[config.mk]
export PLATFORM = sky130hd
export DESIGN_NAME = horspool_search_trace_core_flat
export DESIGN_NICKNAME = d
export VERILOG_FILES = /design/src/hw/rtl/hss_pkg.sv /design/src/hw/rtl/hss_req_if.sv /design/src/hw/rtl/hss_rsp_if.sv /design/src/hw/rtl/hss_ctrl.sv /design/src/hw/rtl/hss_dpath.sv /design/src/hw/rtl/horspool_search_trace_core.sv /design/src/flat_wrapper.sv
export SDC_FILE = /design/constraint.sdc
export NUM_CORES = 2
export LEC_CHECK = 0
export ABC_AREA = 1
export BUFFER_PORTS_ARGS = -buffer_cell sky130_fd_sc_hd__buf_2
export CELL_PAD_IN_SITES_DETAIL_PLACEMENT = 1
export CELL_PAD_IN_SITES_GLOBAL_PLACEMENT = 2
export CORE_MARGIN = 2
export CORE_UTILIZATION = 33
export DETAILED_ROUTE_END_ITERATION = 7
export PLACE_DENSITY = 0.76
export SLEW_MARGIN = 20
export SYNTH_ARGS = -nofsm -noshare
export SYNTH_HDL_FRONTEND = slang
export SYNTH_HIERARCHICAL = 1
export SYNTH_SLANG_ARGS = --single-unit
[constraint.sdc]
create_clock -name clock -period 5.9 [get_ports clock]
set_clock_uncertainty 0.2 [all_clocks]
set_input_delay 0 -clock clock [delete_from_list [all_inputs] [get_ports clock]]
set_output_delay 0 -clock clock [all_outputs]
set_load 0.02 [all_outputs]
[src/hw/rtl/hss_pkg.sv]
// hss_pkg: shared types and constants of the horspool search trace block
// used by the channel interfaces, controller, datapath and top level
package hss_pkg;

   localparam int BYTE_W     = 8;
   localparam int LEN_W      = 5;
   localparam int POS_W      = 32;
   localparam int CSR_DATA_W = 64;
   localparam int CSR_IDX_W  = 2;

   localparam logic [CSR_IDX_W-1:0] CSR_PATTERN_LOW  = 2'd0;
   localparam logic [CSR_IDX_W-1:0] CSR_PATTERN_HIGH = 2'd1;
   localparam logic [CSR_IDX_W-1:0] CSR_PATTERN_LEN  = 2'd2;

   typedef enum logic [1:0] {
      ST_IDLE,
      ST_COMPARE,
      ST_SEARCH
   } state_type;

   typedef struct packed {
      logic accept;
      logic emit;
      logic search_step;
   } cmd_type;

   typedef struct packed {
      logic align;
      logic cmp_last;
      logic srch_done;
   } status_type;

endpackage

[src/hw/rtl/hss_req_if.sv]
// hss_req_if: request channel carrying one text byte per request
// depends on hss_pkg
interface hss_req_if;
   import hss_pkg::*;

   logic              valid;
   logic              ready;
   logic [BYTE_W-1:0] text_byte;

   modport source (output valid, output text_byte, input ready);
   modport sink (input valid, input text_byte, output ready);
endinterface

[src/hw/rtl/hss_rsp_if.sv]
// hss_rsp_if: result channel carrying one compared position per result transfer
// depends on hss_pkg
interface hss_rsp_if;
   import hss_pkg::*;

   logic             valid;
   logic             ready;
   logic [POS_W-1:0] compared_position;
   logic             last_of_run;

   modport source (output valid, output compared_position, output last_of_run, input ready);
   modport sink (input valid, input compared_position, input last_of_run, output ready);
endinterface

[src/hw/rtl/hss_ctrl.sv]
// hss_ctrl: sequencer for accept, right-to-left compare and shift search
// depends on hss_pkg; drives commands to hss_dpath and owns the result valid
module hss_ctrl (
   input  logic               clock,
   input  logic               reset,
   input  logic               req_valid,
   output logic               req_ready,
   output logic               rsp_valid,
   input  logic               rsp_ready,
   input  hss_pkg::status_type status,
   output hss_pkg::cmd_type   cmd
);
   import hss_pkg::*;

   state_type state_ff, state_in;
   logic      rsp_valid_ff, rsp_valid_in;
   logic      out_free;

   always_ff @(posedge clock) begin
      if (reset) begin
         state_ff     <= ST_IDLE;
         rsp_valid_ff <= 1'b0;
      end else begin
         state_ff     <= state_in;
         rsp_valid_ff <= rsp_valid_in;
      end
   end

   always_comb begin
      state_in  = state_ff;
      cmd       = '0;
      req_ready = 1'b0;
      out_free  = !rsp_valid_ff || rsp_ready;
      unique case (state_ff)
         ST_IDLE: begin
            req_ready = 1'b1;
            if (req_valid) begin
               cmd.accept = 1'b1;
               if (status.align) state_in = ST_COMPARE;
            end
         end
         ST_COMPARE: begin
            if (out_free) begin
               cmd.emit = 1'b1;
               if (status.cmp_last) state_in = ST_SEARCH;
            end
         end
         ST_SEARCH: begin
            cmd.search_step = 1'b1;
            if (status.srch_done) state_in = ST_IDLE;
         end
         default: state_in = ST_IDLE;
      endcase
      priority if (cmd.emit) rsp_valid_in = 1'b1;
      else if (rsp_ready)    rsp_valid_in = 1'b0;
      else                   rsp_valid_in = rsp_valid_ff;
   end

   assign rsp_valid = rsp_valid_ff;

endmodule

[src/hw/rtl/hss_dpath.sv]
// hss_dpath: pattern registers, text window, compare and search shift lines
// depends on hss_pkg; steered by hss_ctrl through cmd_type and status_type
module hss_dpath #(
   parameter int WIN_BYTES = 16
) (
   input  logic                            clock,
   input  logic                            reset,
   input  logic                            csr_wr_en,
   input  logic [hss_pkg::CSR_IDX_W-1:0]   csr_index,
   input  logic [hss_pkg::CSR_DATA_W-1:0]  csr_wdata,
   input  logic [hss_pkg::BYTE_W-1:0]      text_byte,
   input  hss_pkg::cmd_type                cmd,
   output hss_pkg::status_type             status,
   output logic [hss_pkg::POS_W-1:0]       compared_position,
   output logic                            last_of_run
);
   import hss_pkg::*;

   localparam int WIN_BITS = BYTE_W * WIN_BYTES;
   localparam int IDX_W    = (WIN_BYTES > 1) ? $clog2(WIN_BYTES) : 1;
   localparam int OFF_W    = LEN_W + 1;

   logic [CSR_DATA_W-1:0] pat_lo_ff, pat_lo_in, pat_hi_ff, pat_hi_in;
   logic [LEN_W-1:0]      len_ff, len_in, bua_ff, bua_in;
   logic [POS_W-1:0]      wsp_ff, wsp_in;
   logic [WIN_BITS-1:0]   win_ff, win_in, win_next;
   logic [WIN_BITS-1:0]   cw_ff, cw_in, pr_ff, pr_in;
   logic [BYTE_W-1:0]     last_ff, last_in;
   logic [IDX_W-1:0]      k_ff, k_in;
   logic [LEN_W-1:0]      sh_ff, sh_in;
   logic [POS_W-1:0]      pos_ff, pos_in;
   logic                  lor_ff, lor_in;

   logic [2*CSR_DATA_W-1:0] pat_all;
   logic [WIN_BITS-1:0]     pat_vec;
   logic [OFF_W-1:0]        off_cmp, off_srch;
   logic [LEN_W-1:0]        len_wr, shift_amt;
   logic [BYTE_W-1:0]       cw_top, pr_top;
   logic [POS_W:0]          pos_sum, wsp_sum;
   logic [POS_W-1:0]        pos_sat, wsp_sat;
   logic                    len_one, srch_match;

   assign pat_all  = {pat_hi_ff, pat_lo_ff};
   assign pat_vec  = pat_all[WIN_BITS-1:0];
   assign off_cmp  = OFF_W'(WIN_BYTES) - OFF_W'(len_ff);
   assign off_srch = off_cmp + OFF_W'(1);
   assign cw_top   = cw_ff[WIN_BITS-1 -: BYTE_W];
   assign pr_top   = pr_ff[WIN_BITS-1 -: BYTE_W];
   assign len_one  = (len_ff == LEN_W'(1));
   assign win_next = (win_ff >> BYTE_W) | (WIN_BITS'(text_byte) << (WIN_BITS - BYTE_W));

   assign srch_match = (pr_top == last_ff);
   assign shift_amt  = (len_one || !srch_match) ? len_ff : sh_ff;

   assign pos_sum = {1'b0, wsp_ff} + (POS_W + 1)'(k_ff);
   assign pos_sat = pos_sum[POS_W] ? '1 : pos_sum[POS_W-1:0];
   assign wsp_sum = {1'b0, wsp_ff} + (POS_W + 1)'(shift_amt);
   assign wsp_sat = wsp_sum[POS_W] ? '1 : wsp_sum[POS_W-1:0];

   assign status.align     = (bua_ff == LEN_W'(1));
   assign status.cmp_last  = (cw_top != pr_top) || (k_ff == '0);
   assign status.srch_done = len_one || srch_match || (k_ff == '0);

   // length clamp: zero becomes one, above the window size becomes the size
   always_comb begin
      len_wr = csr_wdata[LEN_W-1:0];
      if (len_wr == '0) len_wr = LEN_W'(1);
      if (len_wr > LEN_W'(WIN_BYTES)) len_wr = LEN_W'(WIN_BYTES);
   end

   always_comb begin
      pat_lo_in = pat_lo_ff;
      pat_hi_in = pat_hi_ff;
      len_in    = len_ff;
      win_in    = win_ff;
      bua_in    = bua_ff;
      wsp_in    = wsp_ff;
      if (csr_wr_en) begin
         unique case (csr_index)
            CSR_PATTERN_LOW:  pat_lo_in = csr_wdata;
            CSR_PATTERN_HIGH: pat_hi_in = csr_wdata;
            CSR_PATTERN_LEN: begin
               len_in = len_wr;
               win_in = '0;
               bua_in = len_wr;
               wsp_in = POS_W'(1);
            end
            default: ;
         endcase
      end
      if (cmd.accept) begin
         win_in = win_next;
         if (!status.align) bua_in = bua_ff - LEN_W'(1);
      end
      if (cmd.search_step && status.srch_done) begin
         wsp_in = wsp_sat;
         bua_in = shift_amt;
      end
   end

   always_comb begin
      cw_in   = cw_ff;
      pr_in   = pr_ff;
      last_in = last_ff;
      k_in    = k_ff;
      sh_in   = sh_ff;
      pos_in  = pos_ff;
      lor_in  = lor_ff;
      if (cmd.accept && status.align) begin
         cw_in   = win_next;
         pr_in   = pat_vec << {off_cmp, 3'b000};
         last_in = text_byte;
         k_in    = IDX_W'(len_ff - LEN_W'(1));
      end
      if (cmd.emit) begin
         pos_in = pos_sat;
         lor_in = status.cmp_last;
         cw_in  = cw_ff << BYTE_W;
         pr_in  = pr_ff << BYTE_W;
         k_in   = k_ff - IDX_W'(1);
         if (status.cmp_last) begin
            pr_in = pat_vec << {off_srch, 3'b000};
            k_in  = IDX_W'(len_ff - LEN_W'(2));
            sh_in = LEN_W'(1);
         end
      end
      if (cmd.search_step && !status.srch_done) begin
         pr_in = pr_ff << BYTE_W;
         k_in  = k_ff - IDX_W'(1);
         sh_in = sh_ff + LEN_W'(1);
      end
   end

   always_ff @(posedge clock) begin
      if (reset) begin
         pat_lo_ff <= '0;
         pat_hi_ff <= '0;
         len_ff    <= LEN_W'(1);
         win_ff    <= '0;
         bua_ff    <= LEN_W'(1);
         wsp_ff    <= POS_W'(1);
      end else begin
         pat_lo_ff <= pat_lo_in;
         pat_hi_ff <= pat_hi_in;
         len_ff    <= len_in;
         win_ff    <= win_in;
         bua_ff    <= bua_in;
         wsp_ff    <= wsp_in;
      end
   end

   always_ff @(posedge clock) begin
      cw_ff   <= cw_in;
      pr_ff   <= pr_in;
      last_ff <= last_in;
      k_ff    <= k_in;
      sh_ff   <= sh_in;
      pos_ff  <= pos_in;
      lor_ff  <= lor_in;
   end

   assign compared_position = pos_ff;
   assign last_of_run       = lor_ff;

endmodule

[src/hw/rtl/horspool_search_trace_core.sv]
// horspool_search_trace_core: top level of the horspool search trace block
// depends on hss_pkg, hss_req_if, hss_rsp_if, hss_ctrl and hss_dpath
// a request that completes no alignment is only accepted; one that does is accepted, then
// one result is emitted per compared byte (each held while a result waits), then the shift
// search runs until it finds the next shift; each emitted result is held in a register until taken
// requests are taken only between alignments; sync reset: pattern 0, length 1, position 1
module horspool_search_trace_core #(
   parameter int MAX_PATTERN = 16
) (
   input  logic                            clock,
   input  logic                            reset,
   hss_req_if.sink                         req_ch,
   hss_rsp_if.source                       rsp_ch,
   input  logic                            csr_wr_en,
   input  logic [hss_pkg::CSR_IDX_W-1:0]   csr_index,
   input  logic [hss_pkg::CSR_DATA_W-1:0]  csr_wdata
);
   import hss_pkg::*;

   localparam int LEN_BOUND = (MAX_PATTERN < 16) ? MAX_PATTERN : 16;

   cmd_type    cmd;
   status_type status;

   hss_ctrl u_ctrl (
      .clock     (clock),
      .reset     (reset),
      .req_valid (req_ch.valid),
      .req_ready (req_ch.ready),
      .rsp_valid (rsp_ch.valid),
      .rsp_ready (rsp_ch.ready),
      .status    (status),
      .cmd       (cmd)
   );

   hss_dpath #(
      .WIN_BYTES (LEN_BOUND)
   ) u_dpath (
      .clock             (clock),
      .reset             (reset),
      .csr_wr_en         (csr_wr_en),
      .csr_index         (csr_index),
      .csr_wdata         (csr_wdata),
      .text_byte         (req_ch.text_byte),
      .cmd               (cmd),
      .status            (status),
      .compared_position (rsp_ch.compared_position),
      .last_of_run       (rsp_ch.last_of_run)
   );

   // a waiting result is never overwritten
   a_no_overwrite: assert property (@(posedge clock) disable iff (reset)
      rsp_ch.valid && !rsp_ch.ready |-> !cmd.emit)
      else $error("result overwritten while stalled");

   a_one_cmd: assert property (@(posedge clock) disable iff (reset)
      $countones({cmd.accept, cmd.emit, cmd.search_step}) <= 1)
      else $error("more than one command at once");

   a_pos_nonzero: assert property (@(posedge clock) disable iff (reset)
      rsp_ch.valid |-> rsp_ch.compared_position != '0)
      else $error("zero compared position");

   a_busy_no_req: assert property (@(posedge clock) disable iff (reset)
      cmd.emit || cmd.search_step |-> !req_ch.ready)
      else $error("request taken during an alignment");

endmodule

[src/flat_wrapper.sv]
// flat-port wrapper written by rule: the top's interface ports become plain ports
module horspool_search_trace_core_flat import hss_pkg::*;
#(
   parameter int MAX_PATTERN = 16
)
  (clock, reset, csr_wr_en, csr_index, csr_wdata, req_ch_valid, req_ch_text_byte, req_ch_ready, rsp_ch_valid, rsp_ch_compared_position, rsp_ch_last_of_run, rsp_ch_ready);
  hss_req_if req_ch_i ();
  hss_rsp_if rsp_ch_i ();
  input  logic clock;
  input  logic reset;
  input  logic csr_wr_en;
  input  logic [hss_pkg::CSR_IDX_W-1:0] csr_index;
  input  logic [hss_pkg::CSR_DATA_W-1:0] csr_wdata;
  input wire logic [$bits(req_ch_i.valid)-1:0] req_ch_valid;
  input wire logic [$bits(req_ch_i.text_byte)-1:0] req_ch_text_byte;
  output wire logic [$bits(req_ch_i.ready)-1:0] req_ch_ready;
  output wire logic [$bits(rsp_ch_i.valid)-1:0] rsp_ch_valid;
  output wire logic [$bits(rsp_ch_i.compared_position)-1:0] rsp_ch_compared_position;
  output wire logic [$bits(rsp_ch_i.last_of_run)-1:0] rsp_ch_last_of_run;
  input wire logic [$bits(rsp_ch_i.ready)-1:0] rsp_ch_ready;
  assign req_ch_i.valid = req_ch_valid;
  assign req_ch_i.text_byte = req_ch_text_byte;
  assign req_ch_ready = req_ch_i.ready;
  assign rsp_ch_valid = rsp_ch_i.valid;
  assign rsp_ch_compared_position = rsp_ch_i.compared_position;
  assign rsp_ch_last_of_run = rsp_ch_i.last_of_run;
  assign rsp_ch_i.ready = rsp_ch_ready;
  horspool_search_trace_core #(.MAX_PATTERN(MAX_PATTERN)) u_core (.clock(clock), .reset(reset), .req_ch(req_ch_i), .rsp_ch(rsp_ch_i), .csr_wr_en(csr_wr_en), .csr_index(csr_index), .csr_wdata(csr_wdata));
endmodule
# After elaboration in Yosys (flattened, before gate mapping)
# Index checks and enable logic that the tools add are counted.
[totals] reg_bits=607 latch_bits=0 ramBits=0 mem_bits_ro=0 input_bits=79 out_inout_bits=35 wordCells=116 mem_count=0
[classes] addsub=9 multipliers=0 div=0 n_lt_le_gt_ge=1 n_eq_ne=13 shifts=2 mux=42 n_bitwise=1 n_reduce_logical=31
[ops] op="$mux W128" n=9
[ops] op="$shl A128 B9 Y128" n=2
[ops] op="$mux W32" n=4
[ops] op="$or A120 B128 Y128" n=1
[ops] op="$mux W5" n=11
[ops] op="$add A32 B4 Y33" n=1
[ops] op="$add A32 B5 Y33" n=1
[ops] op="$mux W4" n=4
[ops] op="$reduce_bool A2 Y1" n=8
[ops] op="$reduce_and A2 Y1" n=6
[ops] op="$eq A5 B1 Y1 const B" n=2
[ops] op="$mux W2" n=5
[ops] op="$eq A8 B8 Y1" n=1
[ops] op="$mux W1" n=8
[ops] op="$ne A2 B2 Y1 const B" n=4
[ops] op="$ne A8 B8 Y1" n=1
[ops] op="$sub A4 B1 Y4 const B" n=2
[ops] op="$add A6 B1 Y6 const B" n=1
[ops] op="$pmux W2 S3" n=1
[ops] op="$sub A5 B5 Y6 const A" n=1
[ops] op="$add A5 B1 Y5 const B" n=1
[ops] op="$gt A5 B5 Y1 const B" n=1
[ops] op="$logic_not A5 Y1" n=1
[ops] op="$logic_or A1 B1 Y1" n=5
[ops] op="other kinds (11)" n=18

# Logic depth before layout (Yosys ltp)
[depth] ltp_word=9 ltp_mapped=22 ltp_nobuf=22

# Hierarchy
# Netlist, hierarchy kept.
[modules_own_cells] mod="hss_dpath" instances=1 cells_per_inst=5145 area_each_um2=35846.9 seq_area_each_um2=14834.2
[modules_own_cells] mod="hss_ctrl" instances=1 cells_per_inst=28 area_each_um2=178.9 seq_area_each_um2=60.1

# Worst setup path after synthesis
# OpenSTA, ideal clock, no wires.
[synth_timing] kind="register to register" start="register u_core.u_dpath.k_ff[1]" end="register u_core.u_dpath.k_ff[0] (enable)" setup_time_ps=1412 arrival_time_ps=4197 t_required_ps=4288 path_slack_ps=91 stages_incl_launch_ff=8 n_path_buf=1 period_less_slack_ps=5809 path_cell_list="edfxtp_1 -> inv_1 -> ha_1 -> nand2_1 -> and2_1 -> nand3_1 -> clkbuf_1 -> nand3_1"
[synth_via] elab_chain_cells=5
[synth_lines] element="start: declaration" line="hss_dpath.sv:29" text="logic [IDX_W-1:0] k_ff, k_in;"
[synth_lines] element="start signal: assignment" line="hss_dpath.sv:156" text="k_ff <= k_in;"
[synth_lines] element="$logic_not A4 Y1" line="hss_dpath.sv:62" text="assign status.srch_done = len_one || srch_match || (k_ff == '0);"
[synth_lines] element="$logic_or A1 B1 Y1" line="hss_dpath.sv:62"
[synth_lines] element="$logic_not A1 Y1" line="hss_dpath.sv:127" text="if (cmd.search_step && !status.srch_done) begin"
[synth_lines] element="$logic_and A1 B1 Y1" line="hss_dpath.sv:127"
[synth_lines] element="$reduce_bool A3 Y1 (no source line)"
# Every way passes these cells.
# A chain may end at the register's enable or synchronous reset.

# Worst setup path after layout
[layout_timing] start="register u_core.u_dpath.pr_ff[124]" end="register u_core.u_dpath.wsp_ff[22]"
[layout_via] elab_chain_cells=7 word_cells_on_any_way=13 cone_classes="add/sub: 1; eq/ne: 1; mux: 3; reduce/logical: 8"
[layout_lines] element="start: declaration" line="hss_dpath.sv:27" text="logic [WIN_BITS-1:0] cw_ff, cw_in, pr_ff, pr_in;"
[layout_lines] element="start signal: assignment" line="hss_dpath.sv:154" text="pr_ff <= pr_in;"
[layout_lines] element="$eq A8 B8 Y1 (*)" line="hss_dpath.sv:52" text="assign srch_match = (pr_top == last_ff);"
[layout_lines] element="$logic_not A1 Y1" line="hss_dpath.sv:53" text="assign shift_amt = (len_one || !srch_match) ? len_ff : sh_ff;"
[layout_lines] element="$logic_or A1 B1 Y1" line="hss_dpath.sv:53"
[layout_lines] element="$mux W5" line="hss_dpath.sv:53"
[layout_lines] element="$add A32 B5 Y33" line="hss_dpath.sv:57" text="assign wsp_sum = {1'b0, wsp_ff} + (POS_W + 1)'(shift_amt);"
[layout_lines] element="$mux W32" line="hss_dpath.sv:58" text="assign wsp_sat = wsp_sum[POS_W] ? '1 : wsp_sum[POS_W-1:0];"
[layout_lines] element="$mux W32" line="hss_dpath.sv:95" text="if (cmd.search_step && status.srch_done) begin"
[layout_lines] element="end signal: assignment" line="hss_dpath.sv:148" text="wsp_ff <= wsp_in;"
[layout_lines] element="end: declaration" line="hss_dpath.sv:25" text="logic [POS_W-1:0] wsp_ff, wsp_in;"
# Every way passes the cells marked *; elsewhere a longest branch is shown, timed or not.

==> reports/metrics.yaml <==
clock_network:
  cts_max_path_buffers: 3
  clkTransAtPathRegs_ns: 0.06
  tritoncts: "done"
  cts_max_level: 3
  clk_latency_ns: 0.69
  clock_sinks: 599
  cts_buffers: 75
  cts_root_buffer: "clkbuf_16"
  cts_resized: 0
timing:
  worst_slack_ns: 1.15
  fin_setup_tns_ns: 0
  relSlewSlack_pct: 38.1
  fmax_mhz: 211
  worst_pin_slew_ns: 0.929
  fin_crit_ns: 4.75
  rsz0062_at_grt: "false"
  finalSetupViolations: 0
  min_period_over_period_pct: 80.4
  timing.final.max_slew_violations: 0
  final-hold-violation-count: 0
yosys:
  synth_largest_area_cell: "edfxtp_1"
  synth.mux.area_fraction_pct: 0.0590
  ys.flop_type: "dfxtp_1"
  yosys.cell_types.count: 61
  synth-seq-cells: 599
  synth_compound_area_share_pct: 19.1
  yosysWarnings: 6
  synthAdderAreaFrac_pct: 0.702
  synthCells: 5173
  syn_area_um2: 36000
  synthSimpleGateAreaFrac_pct: 31.0
  synth_top_family_by_area: "simple AND/OR/NAND/NOR gates"
  synthArstFlopShare_pct: 0
  synth_top_area_share_pct: 24.2
  synth_edf_count: 290
  synthXorXnorAreaFrac_pct: 0.802
  synth_area_per_cell_um2: 6.96
  yosysSeqAreaShare_pct: 41.3
  synth_nets: 5271
  synth_area_leaders: "edfxtp_1 (24%), dfxtp_1 (17%), nand2_1 (15%)"
layout:
  stdcell_count: 6699
  drive_gt1_share_pct: 7.84
  fin_nets: 5321
  syn2layout_area_growth_pct: 16.2
drt:
  dr.pass1.iters: 5
  vias_per_cell: 5.68
  wl_per_cell_um: 24.1
  vias: 38100
  postRouteAntennaNets: 0
  drtIter0Drc: 3715
  drc: 0
  wl_um: 162000
global_route:
  grt_pass1_wl_um: 244000
  track_usage_pct: 28.3
  antenna_found_initial: 6
  overflow: 0
  grt_max_degree: 121
  grt_pass1_vias: 37700
floorplan:
  coreArea_um2: 109000
  die_height_um: 334
  floorplan.initialDensity_pct: 33.2
  rows: 121
  die_area_um2: 112000
  fp.dieW_um: 334
  io_pins: 114
critical_path:
  crit_path_cell_trace: "inv_1, or2_2, nand4_1, nor2_1, nand3_1, a21oi_1, ha_1, inv_1, fa_1, nand3b_1, nand2_1, nand2_1, a21oi_2, nand2_1, nor2_2, nand2_1, inv_2, o21ai_0, a21oi_1"
  crit_buf_inv: 3
  end_kind: "flip-flop"
  cp_top_family: "simple AND/OR/NAND/NOR gates"
  path_class: "flip-flop to flip-flop"
  slowest_stage: "edfxtp_1"
  cpPeakStageDelay_ns: 0.56
  crit_top_cell: "nand2_1"
  critPathLaunchType: "flip-flop"
  crit_fanout: 19
  worstPathRequired_ns: 6.31
  crit_arrival_ns: 5.15
place:
  post-place-cells: 6403
  gp_congestion: 0.907
  portBuffers: 113
  hpwl_um: 106000
  dp_slack_ns: 1.17
job:
  cap_violations: 0
power_and_ir_drop:
  vdd_ir_drop_max_v: 0.000220
  power_density_nw_per_um2: 368
  total_leakage_power_nw: 16.1
run_status:
  status: "finished, final reports clean"
worst_hold_path:
  hp-class: "primary input to flip-flop"
==> area by class of cell <==
cell class	instances	area (um2)
fill	13500	66700
multi-input combinational	3950	18800
tap	1414	1770
inverter	226	866
clock buffer	110	2180
clock inverter	27	320
sequential	599	14900
antenna	2	5.00
timing repair buffer	371	3040
==> report_power, final <==
part | leakage, nW | internal (mW) | switching [mW]
clock network | 1.23 | 2.73 | 2.03
logic | 9.54 | 1.04 | 3.27
registers | 5.31 | 5.79 | 0.549
==> cell families (layout without fill, tap and decap cells) <==
family,count (synthesis),after routing
fa+ha+maj,19,19
simple gates,2681,2681
xor+xnor,33,33
buf+inv,624,734
flops,599,599
other cells,0,2
compound gates,1215,1215
mux,2,2
==> timing repair <==
action | in CTS | in global routing
endpoints found under the setup margin | 0 | 0
hold endpoints to repair | 234 | 0
hold buffers | 157 | 0
buffers inserted | 0 | 0
==> stage by stage <==
stage	hold slack, ns	utilization [%]	total power [mW]	instance area (um2)
floorplan	-0.131	-	8.89	36000
global placement	-0.00389	34.8	10.5	37800
detailed placement	0.0000648	34.8	10.6	37800
CTS	0.00373	38.6	15.5	41900
global route	0.0359	38.6	16.2	41900
finish	0.0289	38.6	15.4	41900
==> path summary, 6_finish.rpt <==
path | from | to | slack (ns) | depth (start not counted)
worst max-delay path | u_core/u_dpath/pr_ff[124] | u_core/u_dpath/wsp_ff[22] | 1.15 | 19
worst min-delay path | req_ch_text_byte[3] | u_core/u_dpath/win_ff[123] | 0.03 | 4
worst max register to register | u_core/u_dpath/pr_ff[124] | u_core/u_dpath/wsp_ff[22] | 1.15 | 19
worst min register to register | u_core/u_dpath/cw_ff[5] | u_core/u_dpath/cw_ff[5] | 0.25 | 2
==> worst min-delay path: stages <==
cell           delay [ns]
dlygate4sd3_1        0.53
buf_2                0.14
nand2_1              0.11
a21oi_1              0.07
==> sequential cells by signal, summed over array words and instances (netlist names) <==
register / count
u_core/u_ctrl/rsp_valid: 1
u_core/u_ctrl/state_ff: 2
u_core/u_dpath/bua_ff: 5
u_core/u_dpath/compared_position: 32
u_core/u_dpath/cw_ff: 128
u_core/u_dpath/k_ff: 4
u_core/u_dpath/last_ff: 8
u_core/u_dpath/last_of_run: 1
u_core/u_dpath/len_ff: 5
u_core/u_dpath/pat_hi_ff: 64
u_core/u_dpath/pat_lo_ff: 64
u_core/u_dpath/pr_ff: 128
u_core/u_dpath/sh_ff: 5
u_core/u_dpath/win_ff: 120
u_core/u_dpath/wsp_ff: 32
==> routing by layer <==
metal / track usage [%] / wire, um / up-vias
met5: 0 / 13 / -
met4: 10.1 / 5810 / 2
met3: 4.55 / 11500 / 266
met2: 43.6 / 70100 / 1342
met1: 39.8 / 74300 / 18700
li1: - / - / 17700
==> layout by cell type (no fill, tap or decap), types with 16 or more instances in the layout <==
cell type,count
o21ai_0,414
a31oi_1,22
dlygate4sd3_1,157
clkbuf_1,21
inv_2,17
xor2_1,23
dfxtp_1,308
clkbuf_16,78
buf_4,90
buf_2,112
o22ai_1,27
a21oi_1,434
o31ai_1,120
clkinv_2,17
ha_1,16
or2_2,23
nor2_1,462
nand3_1,682
o211ai_1,44
nor3_1,23
nand2_1,1416
o21ai_1,42
nand4_1,26
o21a_1,35
edfxtp_1,290
inv_1,199
==> synthesized netlist by cell type, types with 3 or more instances <==
cell type	count
nor2_2	9
ha_1	17
inv_1	204
nor4_1	3
xnor2_1	10
a41oi_1	10
inv_2	18
dfxtp_1	309
xor2_1	23
or2_2	23
and2_1	3
or2_1	3
o31ai_1	120
edfxtp_1	290
a31oi_1	22
clkbuf_1	264
buf_2	71
o22ai_1	27
a21boi_0	14
nor3_1	23
nand4_1	26
o221ai_1	3
a211oi_1	5
o21ai_1	42
o21a_1	35
nor2_1	470
o211ai_1	44
o2111ai_1	3
nand2_1	1422
nand2_2	3
o22a_1	11
o21bai_1	6
a22o_1	12
buf_1	47
nand3_2	3
o21ai_0	414
a21oi_1	434
nand3_1	685
clkinv_1	3
buf_4	14
(Power assumes the default switching activity.)
